$ cat config.mk
export PLATFORM = sky130hd
export DESIGN_NAME = gyro_bias_calibrate_integrate_core
export DESIGN_NICKNAME = d
export VERILOG_FILES = /design/src/hw/rtl/gbci_pkg.sv /design/src/hw/rtl/gbci_div.sv /design/src/hw/rtl/gbci_dp.sv /design/src/hw/rtl/gbci_ctrl.sv /design/src/hw/rtl/gyro_bias_calibrate_integrate_core.sv
export VERILOG_INCLUDE_DIRS = /design/src /design/src/hw/rtl
export SDC_FILE = /design/constraint.sdc
export NUM_CORES = 2
export LEC_CHECK = 0
export BUFFER_PORTS_ARGS = -buffer_cell sky130_fd_sc_hd__buf_2
export CAP_MARGIN = 30
export CELL_PAD_IN_SITES_DETAIL_PLACEMENT = 0
export CELL_PAD_IN_SITES_GLOBAL_PLACEMENT = 2
export CORE_AREA = 2 2 320 322
export CTS_CLUSTER_SIZE = 24
export DETAILED_ROUTE_END_ITERATION = 12
export DIE_AREA = 0 0 322 324
export GPL_ROUTABILITY_DRIVEN = 0
export PLACE_DENSITY = 0.92
export SLEW_MARGIN = 25
export SYNTH_ARGS = -nofsm -noshare
export SYNTH_HDL_FRONTEND = slang
export SYNTH_SLANG_ARGS = --single-unit
$ cat constraint.sdc
create_clock -name i_clk -period 13.94 [get_ports i_clk]
set_clock_uncertainty 0.1 [all_clocks]
set_input_delay 2.788 -clock i_clk [delete_from_list [all_inputs] [get_ports i_clk]]
set_output_delay 2.788 -clock i_clk [all_outputs]
set_load 0.1 [all_outputs]
$ cat src/hw/rtl/gyro_bias_calibrate_integrate_core_macros.svh
// ----------------------------------------------------------------------------
// Assertion macros for the gyro bias calibration and angle integration core
// Each macro expands to a clocked concurrent assertion on i_clk, disabled
// while i_rst_n is low, or to nothing when SYNTHESIS is defined.
// ----------------------------------------------------------------------------
`ifndef GYRO_BIAS_CALIBRATE_INTEGRATE_CORE_MACROS_SVH
`define GYRO_BIAS_CALIBRATE_INTEGRATE_CORE_MACROS_SVH

`ifndef SYNTHESIS
`define GBCI_ASSERT_SAME(lbl, ante, cons) \
    lbl: assert property (@(posedge i_clk) disable iff (!i_rst_n) (ante) |-> (cons)) \
        else $error("gbci assertion failed");
`define GBCI_ASSERT_NEXT(lbl, ante, cons) \
    lbl: assert property (@(posedge i_clk) disable iff (!i_rst_n) (ante) |=> (cons)) \
        else $error("gbci assertion failed");
`else
`define GBCI_ASSERT_SAME(lbl, ante, cons)
`define GBCI_ASSERT_NEXT(lbl, ante, cons)
`endif

`endif

$ cat src/hw/rtl/gbci_pkg.sv
// ----------------------------------------------------------------------------
// gbci_pkg
// Types and constants shared by the gyro bias calibration and integration core.
// ----------------------------------------------------------------------------
package gbci_pkg;

    localparam int ANGLE_W    = 48;
    localparam int CFG_W      = 24;
    localparam int CFG_ADDR_W = 2;
    localparam int COUNT_W    = 10;
    localparam int BAND_W     = 10;
    localparam int FACTOR_W   = 24;
    localparam int FRAC_W     = 8;

    localparam logic [CFG_ADDR_W-1:0] CFG_IDX_COUNT  = 2'd0;
    localparam logic [CFG_ADDR_W-1:0] CFG_IDX_BAND   = 2'd1;
    localparam logic [CFG_ADDR_W-1:0] CFG_IDX_FACTOR = 2'd2;

    localparam logic [COUNT_W-1:0]         COUNT_RST  = 10'd400;
    localparam logic [BAND_W-1:0]          BAND_RST   = 10'd0;
    localparam logic signed [FACTOR_W-1:0] FACTOR_RST = -24'sd51506;

    localparam logic signed [ANGLE_W-1:0] ANGLE_MAX = {1'b0, {(ANGLE_W-1){1'b1}}};
    localparam logic signed [ANGLE_W-1:0] ANGLE_MIN = {1'b1, {(ANGLE_W-1){1'b0}}};

    typedef enum logic [2:0] {
        ST_IDLE,
        ST_CALIB,
        ST_DIVGO,
        ST_DIV,
        ST_RATE,
        ST_ACC,
        ST_PUSH
    } t_state;

    typedef struct packed {
        logic load_sample;
        logic cal_step;
        logic div_start;
        logic bias_load;
        logic rate_step;
        logic acc_step;
        logic push;
    } t_dp_cmd;

    typedef struct packed {
        logic working;
        logic cal_done;
        logic div_busy;
        logic out_free;
    } t_dp_stat;

endpackage

$ cat src/hw/rtl/gbci_div.sv
// ----------------------------------------------------------------------------
// gbci_div
// Restoring divider, one quotient bit per cycle, for the bias average.
// ----------------------------------------------------------------------------
module gbci_div
    import gbci_pkg::*;
#(
    parameter int DIVD_W = 28
) (
    input  logic               i_clk,
    input  logic               i_rst_n,
    input  logic               i_start,
    input  logic [DIVD_W-1:0]  i_dividend,
    input  logic [COUNT_W-1:0] i_divisor,
    output logic               o_busy,
    output logic [DIVD_W-1:0]  o_quotient
);

    localparam int STEP_W = $clog2(DIVD_W + 1);

    logic              r_busy;
    logic [STEP_W-1:0] r_steps;
    logic [DIVD_W-1:0] r_quo;
    logic [COUNT_W-1:0] r_rem;
    logic [COUNT_W-1:0] r_dvs;

    logic [COUNT_W:0]   w_trial;
    logic [COUNT_W:0]   w_diff;
    logic               w_ge;
    logic [COUNT_W-1:0] n_rem;

    assign w_trial = {r_rem, r_quo[DIVD_W-1]};
    assign w_diff  = w_trial - {1'b0, r_dvs};
    assign w_ge    = (w_trial >= {1'b0, r_dvs});
    assign n_rem   = w_ge ? w_diff[COUNT_W-1:0] : w_trial[COUNT_W-1:0];

    always_ff @(posedge i_clk) begin
        if (!i_rst_n) begin
            r_busy  <= 1'b0;
            r_steps <= '0;
        end else if (i_start) begin
            r_busy  <= 1'b1;
            r_steps <= STEP_W'(DIVD_W);
        end else if (r_busy) begin
            r_steps <= r_steps - STEP_W'(1);
            if (r_steps == STEP_W'(1)) begin
                r_busy <= 1'b0;
            end
        end
    end

    always_ff @(posedge i_clk) begin
        if (i_start) begin
            r_quo <= i_dividend;
            r_rem <= '0;
            r_dvs <= i_divisor;
        end else if (r_busy) begin
            r_quo <= {r_quo[DIVD_W-2:0], w_ge};
            r_rem <= n_rem;
        end
    end

    assign o_busy     = r_busy;
    assign o_quotient = r_quo;

endmodule

$ cat src/hw/rtl/gbci_dp.sv
// ----------------------------------------------------------------------------
// gbci_dp
// Datapath: configuration registers, calibration sum and count, bias,
// rate multiply, saturating angle accumulator and the output register.
// ----------------------------------------------------------------------------
`include "gyro_bias_calibrate_integrate_core_macros.svh"

module gbci_dp
    import gbci_pkg::*;
#(
    parameter int SAMPLE_BITS = 10
) (
    input  logic                  i_clk,
    input  logic                  i_rst_n,
    input  t_dp_cmd               i_cmd,
    output t_dp_stat              o_stat,
    input  logic [SAMPLE_BITS-1:0] i_sample,
    input  logic                  i_cfg_we,
    input  logic [CFG_ADDR_W-1:0] i_cfg_addr,
    input  logic [CFG_W-1:0]      i_cfg_wdata,
    input  logic                  i_m_tready,
    output logic                  o_out_valid,
    output logic [ANGLE_W-1:0]    o_angle,
    output logic                  o_ready_res
);

    localparam int SUM_W  = SAMPLE_BITS + COUNT_W;
    localparam int Q_W    = SUM_W + FRAC_W;
    localparam int RATE_W = Q_W + 1;
    localparam int PROD_W = RATE_W + FACTOR_W;
    localparam int ACC_W  = ((PROD_W > ANGLE_W) ? PROD_W : ANGLE_W) + 1;

    logic [COUNT_W-1:0]         r_count_cfg;
    logic [BAND_W-1:0]          r_band;
    logic signed [FACTOR_W-1:0] r_factor;

    logic                       r_working;
    logic [COUNT_W-1:0]         r_calib_cnt;
    logic [SUM_W-1:0]           r_sum;
    logic [Q_W-1:0]             r_bias;
    logic signed [ANGLE_W-1:0]  r_angle;
    logic [SAMPLE_BITS-1:0]     r_sample;
    logic signed [PROD_W-1:0]   r_prod;
    logic                       r_skip;
    logic                       r_out_valid;
    logic [ANGLE_W-1:0]         r_out_angle;
    logic                       r_out_ready;

    logic [COUNT_W-1:0]         w_need;
    logic [COUNT_W-1:0]         n_calib_cnt;
    logic signed [RATE_W-1:0]   w_rate;
    logic signed [RATE_W-1:0]   w_band;
    logic                       w_skip;
    logic signed [ACC_W-1:0]    w_acc_sum;
    logic signed [ANGLE_W-1:0]  n_angle;
    logic                       w_div_busy;
    logic [Q_W-1:0]             w_quotient;

    always_ff @(posedge i_clk) begin
        if (!i_rst_n) begin
            r_count_cfg <= COUNT_RST;
            r_band      <= BAND_RST;
            r_factor    <= FACTOR_RST;
        end else if (i_cfg_we) begin
            unique case (i_cfg_addr)
                CFG_IDX_COUNT:  r_count_cfg <= i_cfg_wdata[COUNT_W-1:0];
                CFG_IDX_BAND:   r_band      <= i_cfg_wdata[BAND_W-1:0];
                CFG_IDX_FACTOR: r_factor    <= $signed(i_cfg_wdata[FACTOR_W-1:0]);
                default: begin
                end
            endcase
        end
    end

    assign w_need      = (r_count_cfg == '0) ? COUNT_W'(1) : r_count_cfg;
    assign n_calib_cnt = r_calib_cnt + COUNT_W'(1);

    gbci_div #(
        .DIVD_W (Q_W)
    ) u_div (
        .i_clk      (i_clk),
        .i_rst_n    (i_rst_n),
        .i_start    (i_cmd.div_start),
        .i_dividend ({r_sum, {FRAC_W{1'b0}}}),
        .i_divisor  (w_need),
        .o_busy     (w_div_busy),
        .o_quotient (w_quotient)
    );

    assign w_rate = $signed(RATE_W'({r_sample, {FRAC_W{1'b0}}})) - $signed(RATE_W'(r_bias));
    assign w_band = $signed(RATE_W'({r_band, {FRAC_W{1'b0}}}));
    assign w_skip = (w_rate > -w_band) && (w_rate <= w_band);

    assign w_acc_sum = ACC_W'(r_angle) + ACC_W'(r_prod);

    always_comb begin
        if (w_acc_sum > ACC_W'(ANGLE_MAX)) begin
            n_angle = ANGLE_MAX;
        end else if (w_acc_sum < ACC_W'(ANGLE_MIN)) begin
            n_angle = ANGLE_MIN;
        end else begin
            n_angle = w_acc_sum[ANGLE_W-1:0];
        end
    end

    always_ff @(posedge i_clk) begin
        if (!i_rst_n) begin
            r_working   <= 1'b0;
            r_calib_cnt <= '0;
            r_sum       <= '0;
            r_bias      <= '0;
            r_angle     <= '0;
        end else begin
            if (i_cmd.cal_step) begin
                r_calib_cnt <= n_calib_cnt;
                r_sum       <= r_sum + SUM_W'(r_sample);
            end
            if (i_cmd.bias_load) begin
                r_bias    <= w_quotient;
                r_working <= 1'b1;
            end
            if (i_cmd.acc_step && !r_skip) begin
                r_angle <= n_angle;
            end
        end
    end

    always_ff @(posedge i_clk) begin
        if (i_cmd.load_sample) begin
            r_sample <= i_sample;
        end
        if (i_cmd.rate_step) begin
            r_prod <= w_rate * r_factor;
            r_skip <= w_skip;
        end
    end

    always_ff @(posedge i_clk) begin
        if (!i_rst_n) begin
            r_out_valid <= 1'b0;
        end else if (i_cmd.push) begin
            r_out_valid <= 1'b1;
        end else if (i_m_tready) begin
            r_out_valid <= 1'b0;
        end
    end

    always_ff @(posedge i_clk) begin
        if (i_cmd.push) begin
            r_out_angle <= r_angle;
            r_out_ready <= r_working;
        end
    end

    assign o_stat.working  = r_working;
    assign o_stat.cal_done = (n_calib_cnt >= w_need);
    assign o_stat.div_busy = w_div_busy;
    assign o_stat.out_free = !r_out_valid || i_m_tready;

    assign o_out_valid = r_out_valid;
    assign o_angle     = r_out_angle;
    assign o_ready_res = r_out_ready;

    `GBCI_ASSERT_NEXT(a_working_sticks, r_working, r_working)
    `GBCI_ASSERT_SAME(a_working_from_bias, $rose(r_working), $past(i_cmd.bias_load))

endmodule

$ cat src/hw/rtl/gbci_ctrl.sv
// ----------------------------------------------------------------------------
// gbci_ctrl
// Controller state machine: sequences calibration, bias division,
// rate integration and the hand-off to the output register.
// ----------------------------------------------------------------------------
`include "gyro_bias_calibrate_integrate_core_macros.svh"

module gbci_ctrl
    import gbci_pkg::*;
(
    input  logic     i_clk,
    input  logic     i_rst_n,
    input  logic     i_s_tvalid,
    output logic     o_s_tready,
    input  t_dp_stat i_stat,
    output t_dp_cmd  o_cmd
);

    t_state r_state;
    t_state n_state;

    always_ff @(posedge i_clk) begin
        if (!i_rst_n) begin
            r_state <= ST_IDLE;
        end else begin
            r_state <= n_state;
        end
    end

    always_comb begin
        n_state = r_state;
        unique case (r_state)
            ST_IDLE: begin
                if (i_s_tvalid) begin
                    n_state = i_stat.working ? ST_RATE : ST_CALIB;
                end
            end
            ST_CALIB: begin
                n_state = i_stat.cal_done ? ST_DIVGO : ST_PUSH;
            end
            ST_DIVGO: begin
                n_state = ST_DIV;
            end
            ST_DIV: begin
                if (!i_stat.div_busy) begin
                    n_state = ST_PUSH;
                end
            end
            ST_RATE: begin
                n_state = ST_ACC;
            end
            ST_ACC: begin
                n_state = ST_PUSH;
            end
            ST_PUSH: begin
                if (i_stat.out_free) begin
                    n_state = ST_IDLE;
                end
            end
            default: begin
                n_state = ST_IDLE;
            end
        endcase
    end

    always_comb begin
        o_s_tready = 1'b0;
        o_cmd      = '0;
        unique case (r_state)
            ST_IDLE: begin
                o_s_tready        = 1'b1;
                o_cmd.load_sample = i_s_tvalid;
            end
            ST_CALIB: begin
                o_cmd.cal_step = 1'b1;
            end
            ST_DIVGO: begin
                o_cmd.div_start = 1'b1;
            end
            ST_DIV: begin
                o_cmd.bias_load = !i_stat.div_busy;
            end
            ST_RATE: begin
                o_cmd.rate_step = 1'b1;
            end
            ST_ACC: begin
                o_cmd.acc_step = 1'b1;
            end
            ST_PUSH: begin
                o_cmd.push = i_stat.out_free;
            end
            default: begin
            end
        endcase
    end

    `GBCI_ASSERT_NEXT(a_accept_dispatch, i_s_tvalid && o_s_tready,
                      r_state == ST_CALIB || r_state == ST_RATE)
    `GBCI_ASSERT_SAME(a_calib_not_working, r_state == ST_CALIB, !i_stat.working)
    `GBCI_ASSERT_NEXT(a_div_sets_working, r_state == ST_DIV && !i_stat.div_busy,
                      i_stat.working && r_state == ST_PUSH)

endmodule

$ cat src/hw/rtl/gyro_bias_calibrate_integrate_core.sv
// ----------------------------------------------------------------------------
// gyro_bias_calibrate_integrate_core
// Gyro bias calibration followed by deadband-filtered angle integration.
// ----------------------------------------------------------------------------
// Usage: raw gyro samples enter on the slave stream, one sample per
// transaction; every sample yields exactly one transaction on the master
// stream carrying the Q16.32 angle (tdata) and the ready flag (tuser).
// The first bias_sample_count samples only build the bias; the sample that
// completes it starts a restoring divider that produces one quotient bit per
// cycle, and that item is output once the division has finished.
// Other calibration samples pass from the sum update to the output register;
// working samples go through one multiply stage and one saturating
// accumulate stage before they reach it.
// One item is processed at a time; a new sample is accepted while the
// previous result still waits in the output register, and the block holds
// the finished item only if that register has not been emptied yet.
// Reset restores the register defaults, clears the angle and the bias and
// restarts calibration. Configuration writes take effect at the next clock.
// ----------------------------------------------------------------------------
module gyro_bias_calibrate_integrate_core
    import gbci_pkg::*;
#(
    parameter int SAMPLE_BITS = 10
) (
    input  logic                                  i_clk,
    input  logic                                  i_rst_n,
    input  logic                                  i_s_tvalid,
    output logic                                  o_s_tready,
    // Fields from bit 0: raw_sample.
    input  logic [((SAMPLE_BITS + 7) / 8) * 8 - 1:0] i_s_tdata,
    output logic                                  o_m_tvalid,
    input  logic                                  i_m_tready,
    // Fields from bit 0: angle.
    output logic [ANGLE_W-1:0]                    o_m_tdata,
    // Fields from bit 0: ready_res.
    output logic                                  o_m_tuser,
    input  logic                                  i_cfg_we,
    input  logic [CFG_ADDR_W-1:0]                 i_cfg_addr,
    input  logic [CFG_W-1:0]                      i_cfg_wdata
);

    t_dp_cmd  w_cmd;
    t_dp_stat w_stat;

    gbci_ctrl u_ctrl (
        .i_clk      (i_clk),
        .i_rst_n    (i_rst_n),
        .i_s_tvalid (i_s_tvalid),
        .o_s_tready (o_s_tready),
        .i_stat     (w_stat),
        .o_cmd      (w_cmd)
    );

    gbci_dp #(
        .SAMPLE_BITS (SAMPLE_BITS)
    ) u_dp (
        .i_clk       (i_clk),
        .i_rst_n     (i_rst_n),
        .i_cmd       (w_cmd),
        .o_stat      (w_stat),
        .i_sample    (i_s_tdata[SAMPLE_BITS-1:0]),
        .i_cfg_we    (i_cfg_we),
        .i_cfg_addr  (i_cfg_addr),
        .i_cfg_wdata (i_cfg_wdata),
        .i_m_tready  (i_m_tready),
        .o_out_valid (o_m_tvalid),
        .o_angle     (o_m_tdata),
        .o_ready_res (o_m_tuser)
    );

endmodule

==> run summary <==
STATUS
-------------------------------------------------------------------------------
Result of the run                                                     completed

LAYOUT
-------------------------------------------------------------------------------
Share of cells above drive strength 1                                    7.065%
Area growth from synthesis to layout                                     8.114%
Area used by multi-input combinational logic                        0.03053 mm2
Post-layout net count                                                      5608
Final core utilization                                                   45.13%
Number of fillers in the final layout                                      9848
FF+latch area                                                      0.007890 mm2

ROUTING
-------------------------------------------------------------------------------
Detailed-routing iteration count for the pre-antenna-repair pass              5
Final Routed Wirelength                                                109.6 mm
Final ANT Viol Nets                                                           0
Detailed-route wire length per cell                                    18.54 um
DRC Markers                                                                   0
Total number of vias                                                      30610
Vias/cell                                                                 5.178
Violation count after the first detailed-route iteration                   1811

TIMING
-------------------------------------------------------------------------------
Endpoints failing setup                                                       0
Final period util                                                        80.72%
Measured slew at the worst slew-check pin                             0.9794 ns
Max-slew violations                                                           0
Final Hold Vio Count                                                          0
Tmin final                                                             11.25 ns
FMAX                                                                0.08887 GHz
Slew headroom                                                            34.70%
Setup repair after global routing missed its margin                          no
Sum Neg Setup Slack                                                        0 ns

CLOCKING
-------------------------------------------------------------------------------
CTS tree                                                                  built
Num CTS Buffers                                                              41
Max Root-Sink Buffers                                                         3
Clock slew at reported path FFs                                         0.06 ns
Clock root buffer master                                           sky130_fd_sc_hd__clkbuf_16
Later-pin clock latency in the skew report                              0.63 ns
Maximum level of the CTS H-tree                                               2
Number of hold-repair buffers added at the cts stage                          0
Post-cts repair resize count                                                  0
Clock net sink count                                                        322
Post-CTS repair timing setup buffer count                                     0

FLOORPLAN
-------------------------------------------------------------------------------
Chip width                                                               322 um
Count of standard-cell rows                                                 117
Number of top-level pins                                                     98
Die area                                                             0.1043 mm2
Core region area                                                     0.1010 mm2
Chip Height                                                              324 um
Initial Utilization                                                      41.74%

WORST SETUP PATH
-------------------------------------------------------------------------------
Startpoint type of the worst setup path                                    flop
Maximum single-stage delay on the critical path                         0.64 ns
Arrival time reported for the critical path endpoint                   11.52 ns
Source of the worst register-to-register timing path               u_dp.r_sample[0]
Crit end category                                                          flop
Slowest-stage cell, CP                                             sky130_fd_sc_hd__o21ai_0
Critical path's most frequent cell                                 sky130_fd_sc_hd__fa_1
Setup CP Type                                                        reg -> reg
Register-to-register setup slack                                        2.69 ns
Largest fanout of any net on the critical path                               26
CP Data Required Time                                                  14.21 ns
Length in cells of the worst reg-to-reg path                                 34
Worst flop-to-flop path endpoint                                   u_dp.r_prod[51]

GLOBAL ROUTE
-------------------------------------------------------------------------------
Maximum number of pins on one net before global-route repair                 63
Number of global-route vias before repair                                 32400
GRT Util Overall                                                         21.97%
Residual overflow from global routing                                         0
First-pass GRT wire length                                             179.1 mm
Antenna violations before repair                                              3

SYNTH
-------------------------------------------------------------------------------
#FFs+latches synth                                                          322
Warning count from the yosys run                                              0
Number of standard cells after synthesis                                   4603
Mapped cell area                                                    0.04216 mm2
Count of cell types in the netlist                                           79
Cell accounting for the most synthesized area                      sky130_fd_sc_hd__fa_1
Top FF cell, synth                                                 sky130_fd_sc_hd__dfxtp_1
Biggest area contributors in the synthesized netlist               sky130_fd_sc_hd__fa_1 (34%), sky130_fd_sc_hd__edfxtp_1 (10%), sky130_fd_sc_hd__dfxtp_1 (8.5%), sky130_fd_sc_hd__ha_1 (8.1%), sky130_fd_sc_hd__inv_1 (7.5%)
Share of the synthesized area in the top cell type                       34.24%
Post-Syn Nets                                                              5643
EDFF count, synth                                                           143
Async set-reset flop share out of synthesis                                  0%
Synthesized area per cell                                             9.159 um2
Portion of the post-synthesis area used by sequential elements           18.68%

FLOW RUN
-------------------------------------------------------------------------------
Maximum capacitance violations                                                0

HOLD PATH
-------------------------------------------------------------------------------
Hold path startpoint                                               u_dp.r_bias[16]
Type of the tightest min-delay check                                 reg -> reg
Min-Delay Endpoint                                                 u_dp.r_bias[16]
Number of stages on the worst hold path                                       2

PLACED DESIGN
-------------------------------------------------------------------------------
Detailed placement HPWL                                                81.91 mm
Count of input and output buffers                                            91

-- Yosys cell counts, drive strengths merged (68+ instances only) --
cell    instances
dfxtp         179
and2          343
a21oi         248
a21o           68
nand2         604
fa            721
inv           850
clkbuf        203
xnor2         119
edfxtp        143
nand3          68
ha            272
nor2          200
o21ai         136
-- cell type report --
type	instances	share of cell area, %
Antenna cell	2	0.01098
Clock buffer	53	2.528
Clock inverter	22	0.4886
Inverter	850	7.000
Multi-Input combinational cell	3205	66.99
Sequential cell	322	17.31
Tap cell	1309	3.593
Timing Repair Buffer	148	2.081
-- worst max-delay path: cells and delay by family (launching register included) --
kind	cells	cell delay, ns
buffers and inverters	6	0.63
DFF	1	0.43
AOI/OAI and AO/OA	13	4.00
adders and majority gates	9	4.51
xor gates and xnor gates	2	0.30
and+or+nand+nor	4	1.03
-- placed cells by master, fill, tap and decap left out, types with 29 or more instances in the layout --
| master | count |
|---|---|
| sky130_fd_sc_hd__xnor2_1 | 99 |
| sky130_fd_sc_hd__a21o_1 | 68 |
| sky130_fd_sc_hd__xor2_1 | 48 |
| sky130_fd_sc_hd__a21oi_1 | 214 |
| sky130_fd_sc_hd__buf_4 | 52 |
| sky130_fd_sc_hd__fa_1 | 721 |
| sky130_fd_sc_hd__clkbuf_16 | 42 |
| sky130_fd_sc_hd__ha_1 | 272 |
| sky130_fd_sc_hd__nor3_1 | 30 |
| sky130_fd_sc_hd__nand4_1 | 29 |
| sky130_fd_sc_hd__a21oi_2 | 34 |
| sky130_fd_sc_hd__dfxtp_1 | 169 |
| sky130_fd_sc_hd__o21ai_0 | 133 |
| sky130_fd_sc_hd__nand2_1 | 604 |
| sky130_fd_sc_hd__nand3_1 | 68 |
| sky130_fd_sc_hd__nor2_1 | 196 |
| sky130_fd_sc_hd__buf_2 | 91 |
| sky130_fd_sc_hd__and2_1 | 343 |
| sky130_fd_sc_hd__inv_1 | 848 |
| sky130_fd_sc_hd__edfxtp_1 | 143 |
-- sequential cells by signal, summed over array words and instances (netlist names), 3 cells and up --
name / cells
u_dp.r_sample: 10
u_ctrl.r_state: 3
u_dp.u_div.r_steps: 5
u_dp.r_band: 10
u_dp.u_div.r_rem: 10
u_dp.r_sum: 20
u_dp.r_calib_cnt: 10
u_dp.r_factor: 24
u_dp.r_prod: 53
u_dp.r_angle: 48
u_dp.r_count_cfg: 10
u_dp.r_bias: 28
u_dp.o_angle: 48
u_dp.u_div.r_dvs: 10
u_dp.u_div.o_quotient: 28
-- worst max-delay path by stage --
stage | from | end | slack [ns]
floorplan | u_dp.r_sample[0] | u_dp.r_prod[52] | 4.30
global placement | u_dp.r_sample[0] | u_dp.r_prod[52] | 2.53
detailed placement | u_dp.r_sample[0] | u_dp.r_prod[51] | 2.66
CTS | u_dp.r_sample[0] | u_dp.r_prod[51] | 2.65
global route | u_dp.r_sample[0] | u_dp.r_prod[51] | 2.02
finish | u_dp.r_sample[0] | u_dp.r_prod[51] | 2.69
-- layer usage --
metal	part of all wire [%]	track usage, %	routed length, um
met1	45	29.23	48840
met5	0	0	0
met3	4.7	2.772	5185
met2	48	37.49	52530
met4	2.8	6.501	3021
-- kinds of logic after synthesis --
logic type               count (synthesis)  synth area share (%)
AO/OA/AOI/OAI                          627                 9.461
XOR/XNOR                               172                 3.573
adder cells (fa/ha/maj)                993                 42.31
buffers and inverters                 1076                 9.740
flip-flops                             322                 18.68
multiplexers                            21                0.4986
AND/OR/NAND/NOR                       1392                 15.73
-- stage by stage --
| stage | std cells | area, um2 | hold slack [ns] | worst slack (ns) |
|---|---|---|---|---|
| floorplan | 4603 | 42160 | 0.3290 | 4.304 |
| global placement | 5829 | 44070 | 0.3424 | 2.528 |
| detailed placement | 5833 | 44190 | 0.3443 | 2.663 |
| CTS | 5908 | 45560 | 0.3548 | 2.646 |
| global route | 5909 | 45580 | 0.3747 | 2.021 |
| finish | 5911 | 45580 | 0.3546 | 2.688 |
Power is not shown: default switching activity piles up to over one toggle a cycle in this logic, so the estimate is an artifact.
